`src/rlm_pkg.sv`:
```
`timescale 1ns / 1ps
// Shared types, constants and sequencer states of the RMS level meter.
package rlm_pkg;

	// Sample format and buffer limit
	localparam int SAMPLE_W    = 16;
	localparam int MAX_SAMPLES = 4096;
	localparam int CNT_W       = 13;
	localparam int SUM_W       = 2 * SAMPLE_W + CNT_W - 2;

	// Divider: dividend is the doubled square sum
	localparam int DVD_W  = SUM_W + 1;
	localparam int DVSR_W = CNT_W;
	localparam int DCNT_W = $clog2(DVD_W);

	// Square root: Q0.32 mean in, Q0.16 root out
	localparam int RAD_W  = 32;
	localparam int ROOT_W = RAD_W / 2;
	localparam int RCNT_W = $clog2(ROOT_W);
	localparam int RREM_W = ROOT_W + 2;

	// Smoothing weights in Q0.16, summing to one
	localparam int LVL_W = 16;
	localparam logic [15:0] W_OLD = 16'd60948;
	localparam logic [12:0] W_NEW = 13'd4588;
	localparam logic [32:0] ROUND_HALF = 33'd32768;

	// Display scale: level * 384000 / 1114112 = ((level * 375) >> 6) / 17
	localparam logic [8:0]  SCALE_MUL   = 9'd375;
	localparam int          SCALE_SHIFT = 6;
	localparam int          SCL_PROD_W  = LVL_W + 9;
	localparam int          SCL_W       = LVL_W + 9 - SCALE_SHIFT;
	localparam int          SCALED_W    = 12;
	localparam logic [SCALED_W-1:0] SCALE_MAX = 12'd3840;

	// Divide by 17 as a multiply by ceil(2^24 / 17), exact for 19-bit operands
	localparam int                 RECIP_W     = 20;
	localparam logic [RECIP_W-1:0] SCALE_RECIP = 20'd986896;
	localparam int                 RECIP_SHIFT = 24;
	localparam int                 SCQ_W       = SCL_W + RECIP_W - RECIP_SHIFT;

	localparam int TALLY_W = 32;

	typedef struct packed {
		logic signed [SAMPLE_W-1:0] sample;
		logic                       is_last;
	} in_item_t;

	typedef struct packed {
		logic [LVL_W-1:0]    smoothed_level;
		logic [SCALED_W-1:0] scaled_level;
		logic [TALLY_W-1:0]  buffers_seen;
	} out_item_t;

	typedef enum logic [3:0] {
		S_IDLE,
		S_MEAN_GO,
		S_MEAN_RUN,
		S_ROOT_GO,
		S_ROOT_RUN,
		S_MUL_OLD,
		S_MUL_NEW,
		S_MUL_SCALE,
		S_SCALE_DIV,
		S_EMIT
	} state_t;

endpackage

```
`src/rlm_div.sv`:
```
`timescale 1ns / 1ps
// Restoring divider, one quotient bit per cycle, used for the buffer mean.
module rlm_div (
	input  logic                          clk,
	input  logic                          arst_n,
	input  logic                          start,
	input  logic [rlm_pkg::DVD_W-1:0]     dividend,
	input  logic [rlm_pkg::DVSR_W-1:0]    divisor,
	output logic [rlm_pkg::DVD_W-1:0]     quotient,
	output logic                          done
);
	import rlm_pkg::*;

	logic [DVD_W-1:0]  quo_q;
	logic [DVSR_W-1:0] rem_q;
	logic [DVSR_W-1:0] dvsr_q;
	logic [DCNT_W-1:0] cnt_q;
	logic              busy_q;

	logic [DVSR_W:0]   rem_sh;
	logic              q_bit;
	logic [DVSR_W-1:0] rem_n;

	// Trial subtract of the divisor from the shifted remainder
	always_comb begin
		rem_sh = {rem_q, quo_q[DVD_W-1]};
		q_bit  = (rem_sh >= {1'b0, dvsr_q});
		rem_n  = q_bit ? DVSR_W'(rem_sh - {1'b0, dvsr_q}) : rem_sh[DVSR_W-1:0];
	end

	assign done     = busy_q && (cnt_q == DCNT_W'(DVD_W - 1));
	assign quotient = quo_q;

	// Control: count the quotient bits
	always_ff @(posedge clk or negedge arst_n) begin
		if (!arst_n) begin
			busy_q <= 1'b0;
			cnt_q  <= '0;
		end else if (start) begin
			busy_q <= 1'b1;
			cnt_q  <= '0;
		end else if (busy_q) begin
			if (done) begin
				busy_q <= 1'b0;
			end
			cnt_q <= cnt_q + DCNT_W'(1);
		end
	end

	// Datapath: shift dividend out, quotient bits in
	always_ff @(posedge clk) begin
		if (start) begin
			quo_q  <= dividend;
			rem_q  <= '0;
			dvsr_q <= divisor;
		end else if (busy_q) begin
			quo_q <= {quo_q[DVD_W-2:0], q_bit};
			rem_q <= rem_n;
		end
	end

endmodule

```
`src/rlm_sqrt.sv`:
```
`timescale 1ns / 1ps
// Digit-by-digit floor square root, one root bit per cycle.
module rlm_sqrt (
	input  logic                       clk,
	input  logic                       arst_n,
	input  logic                       start,
	input  logic [rlm_pkg::RAD_W-1:0]  radicand,
	output logic [rlm_pkg::ROOT_W-1:0] root,
	output logic                       done
);
	import rlm_pkg::*;

	logic [RAD_W-1:0]  rad_q;
	logic [RREM_W-1:0] rem_q;
	logic [ROOT_W-1:0] root_q;
	logic [RCNT_W-1:0] cnt_q;
	logic              busy_q;

	logic [RREM_W+1:0] rem_sh;
	logic [RREM_W+1:0] trial;
	logic              r_bit;

	// Bring down two radicand bits and try root*4+1
	always_comb begin
		rem_sh = {rem_q, rad_q[RAD_W-1 -: 2]};
		trial  = {2'b00, root_q, 2'b01};
		r_bit  = (rem_sh >= trial);
	end

	assign done = busy_q && (cnt_q == RCNT_W'(ROOT_W - 1));
	assign root = root_q;

	// Control: count root bits
	always_ff @(posedge clk or negedge arst_n) begin
		if (!arst_n) begin
			busy_q <= 1'b0;
			cnt_q  <= '0;
		end else if (start) begin
			busy_q <= 1'b1;
			cnt_q  <= '0;
		end else if (busy_q) begin
			if (done) begin
				busy_q <= 1'b0;
			end
			cnt_q <= cnt_q + RCNT_W'(1);
		end
	end

	// Datapath: advance remainder and root
	always_ff @(posedge clk) begin
		if (start) begin
			rad_q  <= radicand;
			rem_q  <= '0;
			root_q <= '0;
		end else if (busy_q) begin
			rad_q  <= {rad_q[RAD_W-3:0], 2'b00};
			root_q <= {root_q[ROOT_W-2:0], r_bit};
			rem_q  <= r_bit ? RREM_W'(rem_sh - trial) : RREM_W'(rem_sh);
		end
	end

endmodule

```
`src/rms_level_meter_smoothed_unit.sv`:
```
`timescale 1ns / 1ps
// Top level: sample accumulation, buffer-close sequencer and result register.
// An ordinary sample is accepted and accumulated in the same cycle, while the sequencer is idle.
// A sample marked last runs the divider start state, one pass of the bit-serial divider, the root
// start state, the square root, 4 multiply steps and the emit state before its result is registered.
// No input is taken during that sequence, nor while a second result waits for the first.
// Reset (arst_n low, asynchronous) clears sum, count, level, buffer count and valid.
module rms_level_meter_smoothed_unit (
	input  logic               clk,
	input  logic               arst_n,
	input  logic               item_valid,
	output logic               item_ready,
	input  rlm_pkg::in_item_t  item,
	output logic               result_valid,
	input  logic               result_ready,
	output rlm_pkg::out_item_t result
);
	import rlm_pkg::*;

	state_t state_q, state_n;

	logic [SUM_W-1:0]    sum_q;
	logic [CNT_W-1:0]    count_q;
	logic [LVL_W-1:0]    level_q;
	logic [TALLY_W-1:0]  tally_q;
	logic [31:0]         prod_q;
	logic [LVL_W-1:0]    mix_q;
	logic [SCL_W-1:0]    scl_q;
	logic [SCALED_W-1:0] scaled_q;
	out_item_t           result_q;
	logic                result_valid_q;

	logic [SAMPLE_W-1:0]      raw;
	logic [SAMPLE_W-1:0]      mag;
	logic [2*SAMPLE_W-1:0]    sq;
	logic                     in_fire;
	logic                     emit_fire;
	logic                     div_start;
	logic                     root_start;
	logic [DVD_W-1:0]         div_dividend;
	logic [DVSR_W-1:0]        div_divisor;
	logic [DVD_W-1:0]         div_quo;
	logic                     div_done;
	logic [ROOT_W-1:0]        root;
	logic                     root_done;
	logic [ROOT_W-1:0]        rms;
	logic [28:0]              new_prod;
	logic [32:0]              mix_sum;
	logic [16:0]              mix_lvl;
	logic [SCL_W+RECIP_W-1:0] recip_prod;
	logic [SCQ_W-1:0]         scale_quo;
	logic [SCALED_W-1:0]      scaled;

	// Magnitude of the two's-complement sample
	assign raw     = item.sample;
	assign mag     = raw[SAMPLE_W-1] ? (~raw + SAMPLE_W'(1)) : raw;
	assign sq      = mag * mag;
	assign in_fire = item_valid && item_ready;

	// Next state
	always_comb begin
		state_n = state_q;
		unique case (state_q)
			S_IDLE:      if (in_fire && item.is_last) state_n = S_MEAN_GO;
			S_MEAN_GO:   state_n = S_MEAN_RUN;
			S_MEAN_RUN:  if (div_done) state_n = S_ROOT_GO;
			S_ROOT_GO:   state_n = S_ROOT_RUN;
			S_ROOT_RUN:  if (root_done) state_n = S_MUL_OLD;
			S_MUL_OLD:   state_n = S_MUL_NEW;
			S_MUL_NEW:   state_n = S_MUL_SCALE;
			S_MUL_SCALE: state_n = S_SCALE_DIV;
			S_SCALE_DIV: state_n = S_EMIT;
			S_EMIT:      if (!result_valid_q || result_ready) state_n = S_IDLE;
			default:     state_n = S_IDLE;
		endcase
	end

	// Sequencer outputs
	always_comb begin
		item_ready = 1'b0;
		div_start  = 1'b0;
		root_start = 1'b0;
		emit_fire  = 1'b0;
		unique case (state_q)
			S_IDLE:     item_ready = 1'b1;
			S_MEAN_GO:  div_start = 1'b1;
			S_ROOT_GO:  root_start = 1'b1;
			S_EMIT:     emit_fire = !result_valid_q || result_ready;
			default: ;
		endcase
	end

	always_ff @(posedge clk or negedge arst_n) begin
		if (!arst_n) begin
			state_q <= S_IDLE;
		end else begin
			state_q <= state_n;
		end
	end

	// Divider operands: doubled sum over count
	assign div_dividend = {sum_q, 1'b0};
	assign div_divisor  = count_q;

	rlm_div u_div (
		.clk      (clk),
		.arst_n   (arst_n),
		.start    (div_start),
		.dividend (div_dividend),
		.divisor  (div_divisor),
		.quotient (div_quo),
		.done     (div_done)
	);

	rlm_sqrt u_sqrt (
		.clk      (clk),
		.arst_n   (arst_n),
		.start    (root_start),
		.radicand (div_quo[RAD_W-1:0]),
		.root     (root),
		.done     (root_done)
	);

	// An empty buffer reads as zero RMS
	assign rms = (count_q == '0) ? '0 : root;

	// Blend old level and new RMS, round half up, saturate
	assign new_prod = 29'(rms) * 29'(W_NEW);
	assign mix_sum  = {1'b0, prod_q} + 33'(new_prod) + ROUND_HALF;
	assign mix_lvl  = mix_sum[32:16];

	// Divide the display scale by 17 through the reciprocal, then clamp
	assign recip_prod = (SCL_W + RECIP_W)'(scl_q) * (SCL_W + RECIP_W)'(SCALE_RECIP);
	assign scale_quo  = recip_prod[SCL_W+RECIP_W-1 -: SCQ_W];
	assign scaled     = (scale_quo > SCQ_W'(SCALE_MAX)) ? SCALE_MAX : scale_quo[SCALED_W-1:0];

	// Accumulate squares and count; drop samples past the buffer limit; clear both when a result is issued
	always_ff @(posedge clk or negedge arst_n) begin
		if (!arst_n) begin
			sum_q   <= '0;
			count_q <= '0;
		end else if (emit_fire) begin
			sum_q   <= '0;
			count_q <= '0;
		end else if (in_fire && (count_q < CNT_W'(MAX_SAMPLES))) begin
			sum_q   <= sum_q + SUM_W'(sq);
			count_q <= count_q + CNT_W'(1);
		end
	end

	// Smoothed level and buffer count advance when a result is issued
	always_ff @(posedge clk or negedge arst_n) begin
		if (!arst_n) begin
			level_q <= '0;
			tally_q <= '0;
		end else if (emit_fire) begin
			level_q <= mix_q;
			tally_q <= tally_q + TALLY_W'(1);
		end
	end

	// Multiply steps, one product per cycle
	always_ff @(posedge clk) begin
		if (state_q == S_MUL_OLD) begin
			prod_q <= level_q * W_OLD;
		end
		if (state_q == S_MUL_NEW) begin
			mix_q <= mix_lvl[16] ? '1 : mix_lvl[LVL_W-1:0];
		end
		if (state_q == S_MUL_SCALE) begin
			scl_q <= SCL_W'((SCL_PROD_W'(mix_q) * SCL_PROD_W'(SCALE_MUL)) >> SCALE_SHIFT);
		end
		if (state_q == S_SCALE_DIV) begin
			scaled_q <= scaled;
		end
	end

	// Result register: hold the word until taken
	always_ff @(posedge clk or negedge arst_n) begin
		if (!arst_n) begin
			result_valid_q <= 1'b0;
		end else if (emit_fire) begin
			result_valid_q <= 1'b1;
		end else if (result_ready) begin
			result_valid_q <= 1'b0;
		end
	end

	always_ff @(posedge clk) begin
		if (emit_fire) begin
			result_q.smoothed_level <= mix_q;
			result_q.scaled_level   <= scaled_q;
			result_q.buffers_seen   <= tally_q + TALLY_W'(1);
		end
	end

	assign result_valid = result_valid_q;
	assign result       = result_q;

endmodule

```
`config.mk`:
```
export PLATFORM = sky130hd
export DESIGN_NAME = rms_level_meter_smoothed_unit
export DESIGN_NICKNAME = d
export VERILOG_FILES = /design/src/rlm_pkg.sv /design/src/rlm_div.sv /design/src/rlm_sqrt.sv /design/src/rms_level_meter_smoothed_unit.sv
export SDC_FILE = /design/constraint.sdc
export NUM_CORES = 2
export LEC_CHECK = 0
export ABC_CLOCK_PERIOD_IN_PS = 9100
export BUFFER_PORTS_ARGS = -buffer_cell sky130_fd_sc_hd__buf_2
export CORE_UTILIZATION = 45
export CTS_BUF_LIST = sky130_fd_sc_hd__clkbuf_16
export CTS_CLUSTER_SIZE = 14
export DETAILED_ROUTE_END_ITERATION = 10
export PLACE_DENSITY = 0.57
export SYNTH_ARGS = -nofsm -noshare
export SYNTH_HDL_FRONTEND = slang
export SYNTH_SLANG_ARGS = --single-unit
```
`constraint.sdc`:
```
create_clock -name clk -period 9.1 [get_ports clk]
set_input_delay 1.365 -clock clk [delete_from_list [all_inputs] [get_ports clk]]
set_output_delay 1.365 -clock clk [all_outputs]
set_load 0.1 [all_outputs]
```
==> run_results.csv <==
group,metric,value,unit
clocking,insertion_delay,610,ps
finish,layout.nets,5231,
run,cap_violations,0,
timing,period_share,93.6,%
detailed_routing,post_drt_wl_per_cell,16.4,microns
power,leakage,21.7,nW
timing,finalSetupViolations,0,
clocking,postCtsSetupBuffers,0,
synthesis,ys_ff_latch,394,
global_routing,grt_max_degree,76,
critical_path,critPathMaxStageDelay,520,ps
detailed_routing,post-route-drc-count,0,
floorplan,core-area,0.0903,sq mm
finish,antenna_cells,0,
clocking,cts_sinks,394,
clocking,path_clk_slew,60,ps
synthesis,synthSimpleGateAreaFrac,9.89,%
synthesis,synth_compound_area_share,8.58,%
timing,clock.fmax,117,MHz
timing,worst_pin_slew,1130,ps
synthesis,synth_top_family_by_area,"adder cells",
place,dp.cells,5278,
synthesis,synthesis.area,0.0411,sq mm
power,p_seq_share,17.5,%
clocking,clockBufferDepth,3,
power,intPower,0.00609,W
power,peakVddDrop,0.000695,V
synthesis,synth-main-ff-cell,"edfxtp_1",
finish,layout-drive-gt1-share,8.43,%
timing,slew_headroom,24.6,%
power,p_comb_share,64.8,%
detailed_routing,ant_nets,0,
synthesis,synth_fa_ha_area_share,41.0,%
floorplan,fp.dieW,304,microns
synthesis,async_reset_ff_share,30.7,%
synthesis,synthCells,3997,
power,switchingPower,0.00457,W
floorplan,io_pins,83,
critical_path,cp_slowest_cell,"fa_1",
timing,maxSlewViolCount,0,
min_path,hold_start,"scaled_q[9]",
detailed_routing,vias,27500,
global_routing,grt_pass1_vias,28600,
clocking,htree_levels,2,
critical_path,crit_arrival,8810,ps
critical_path,required,9390,ps
timing,clock_skew,43.4,ps
place,gp_congestion,0.855,
critical_path,critPathCaptureType,"flop",
finish,layoutNonFillerInstCount,5364,
critical_path,timing.rr.start,"count_q[8]",
clocking,cts_buffers,46,
place,portBuffers,82,
place,hpwl,70300,microns
synthesis,yosysSeqAreaShare,26.1,%
critical_path,startpoint,"count_q[8]",
global_routing,track_usage,19.7,%
outcome,status,"finished, final reports clean",
synthesis,muxShareOfSynthArea,1.75,%
critical_path,critPathMaxFanout,17,
synthesis,yosysUniqueCellTypes,91,
floorplan,dieArea,0.0926,sq mm
synthesis,synth_edf_count,225,
floorplan,rows,110,
global_routing,grt_pass1_wl,148000,microns
min_path,hp-class,"reg2reg",
clocking,ctsHoldBuffers,0,
power,total_power,0.0107,W
synthesis,synth.avg_cell_area,10.3,sq um
critical_path,crit_path_frequent_cell,"ha_1",
timing,period_needed,8520,ps
timing,whs,420,ps
finish,fillerInstances,8319,
detailed_routing,drt-total-wl,87900,microns
critical_path,criticalPathCategory,"reg2reg",
critical_path,critPathLaunchType,"flop",
power,powerDensity,237,mW/mm^2
finish,fin_util,49.9,%
finish,design_area,0.0451,sq mm
timing,hold_viol,0,
detailed_routing,dr.pass1.iters,5,
global_routing,antenna_found_initial,0,
floorplan,die_h,304,microns
power,switching_share,42.8,%
floorplan,start_util,45.6,%
global_routing,grt_overflow,0,
place,place_area,0.0435,sq mm
detailed_routing,drt_iter0_drc,1371,
clocking,cts_root_buf,"clkbuf_16",
timing,rsz0062_at_grt,"no",
synthesis,ys_warn_count,0,
power,clockPowerShare,17.6,%
synthesis,yosys.area_share.xor_xnor,5.23,%
finish,area_growth_syn_to_layout,9.56,%
clocking,cts_tree,"built",
detailed_routing,vias_per_cell,5.12,
[synth_stat cells, types with 22 or more instances]
| master | n | area [sq um] |
|---|---|---|
| a21o_1 | 69 | 518 |
| a21oi_1 | 121 | 606 |
| nor3_1 | 37 | 185 |
| fa_1 | 481 | 9630 |
| ha_1 | 579 | 7240 |
| dfxtp_1 | 48 | 961 |
| nand4_1 | 22 | 138 |
| clkbuf_1 | 67 | 251 |
| nand3_1 | 52 | 260 |
| dfrtp_1 | 121 | 3030 |
| nand2_1 | 361 | 1360 |
| a31oi_1 | 31 | 194 |
| inv_1 | 700 | 2630 |
| edfxtp_1 | 225 | 6760 |
| mux2i_1 | 37 | 370 |
| mux2_2 | 31 | 349 |
| xor2_1 | 107 | 937 |
| xnor2_1 | 133 | 1160 |
| nand2b_1 | 28 | 175 |
| o21ai_0 | 144 | 721 |
| a211oi_1 | 37 | 278 |
| and3_1 | 22 | 138 |
| nor2_1 | 234 | 878 |
[what timing repair did]
| action | CTS | global route |
|---|---|---|
| resized for setup | 0 | 12 |
| endpoints found under the setup margin | 0 | 14 |
| hold endpoints to repair | 0 | 0 |
[layer usage]
layer | vias up | part of all wire [%] | global-route usage [%]
met5 | - | 0 | 0
met4 | 0 | 1.5 | 3.49
met3 | 78 | 3.2 | 2.33
met2 | 363 | 45 | 31.9
met1 | 13500 | 50 | 28.5
li1 | 13500 | - | -
[area by class of cell]
cell class	count	area, sq um	share of cell area (%)
well taps	1176	1470	3.27
clock buffers	48	1200	2.67
repair buffers	178	1140	2.54
multi-input cells	2810	27500	60.9
flip-flops and latches	394	10700	23.9
inverters	720	2710	6.01
clock inverters	38	338	0.750
[stage by stage]
| step | setup WS [ps] | setup TNS (ps) |
|---|---|---|
| after floorplan | 115 | 0 |
| after global placement | 24.4 | 0 |
| after detailed placement | -40.3 | -87.6 |
| after CTS | 370 | 0 |
| after global routing | 29.5 | 0 |
| final | 582 | 0 |
[worst paths after layout]
kind                                      to  slack [ps]  cells after the start
min in group asynchronous        tally_q[25]         740                      1
max in group asynchronous       u_div.busy_q        6900                      2
worst max-delay path                mix_q[1]         580                     32
worst min-delay path              result[41]         420                      0
worst max register to register      mix_q[1]         580                     32
worst min register to register    result[41]         420                      0
[logic make-up (layout without fill, tap and decap cells)]
family | count (synthesis) | after routing
AOI/OAI and AO/OA | 549 | 549
xor gates and xnor gates | 243 | 243
adders and majority gates | 1060 | 1060
buffers and inverters | 802 | 984
DFF | 394 | 394
muxes | 68 | 68
other | 2 | 11
and+or+nand+nor | 879 | 879
[layout by cell type (no fill, tap or decap), types with 10 or more instances in the layout]
cell type  count
o31ai_1       10
a21o_1        69
buf_4         94
dfrtp_1      119
mux2_2        31
nand4_1       22
conb_1        11
a31oi_1       28
fa_1         481
or3_1         15
nand2b_1      28
dfxtp_1       48
edfxtp_1     225
o21ai_1       17
nand2_1      356
mux2i_1       37
o21a_1        20
nor2b_1       19
a22o_1        11
nand3_1       52
nor3_1        34
clkinv_1      12
clkbuf_16     48
xor2_1       107
inv_2         14
clkinv_2      10
or2_2         15
o21ai_0      144
inv_1        707
and2_1        21
xnor2_1      133
ha_1         579
a211oi_1      37
o21bai_1      14
a21oi_1      121
and3_1        22
buf_2         81
nor2_1       230
[worst max-delay path: cells and delay by family (launching register included)]
| family | cells | cell delay [ps] |
|---|---|---|
| xor gates and xnor gates | 2 | 340 |
| and+or+nand+nor | 4 | 1070 |
| AOI/OAI and AO/OA | 14 | 2560 |
| DFF | 1 | 460 |
| adders and majority gates | 8 | 3210 |
| buffers and inverters | 4 | 530 |
[state kept, by name, summed over array words and instances (netlist names), 18 cells and up]
name / cells
sum_q: 43
scl_q: 19
u_div.quotient: 44
tally_q: 32
u_sqrt.rem_q: 18
prod_q: 30
result: 60
u_sqrt.rad_q: 32
[power groups by stage]
stage | clock network [W] | logic, W | registers (W)
final | 0.00188 | 0.00691 | 0.00187
after global routing | 0.00200 | 0.00793 | 0.00187
after CTS | 0.00194 | 0.00698 | 0.00187
after detailed placement | 0 | 0.00694 | 0.00191
after global placement | 0 | 0.00692 | 0.00191
after floorplan | 0 | 0.00496 | 0.00191
Note: power is estimated with default switching activity, not from simulation.
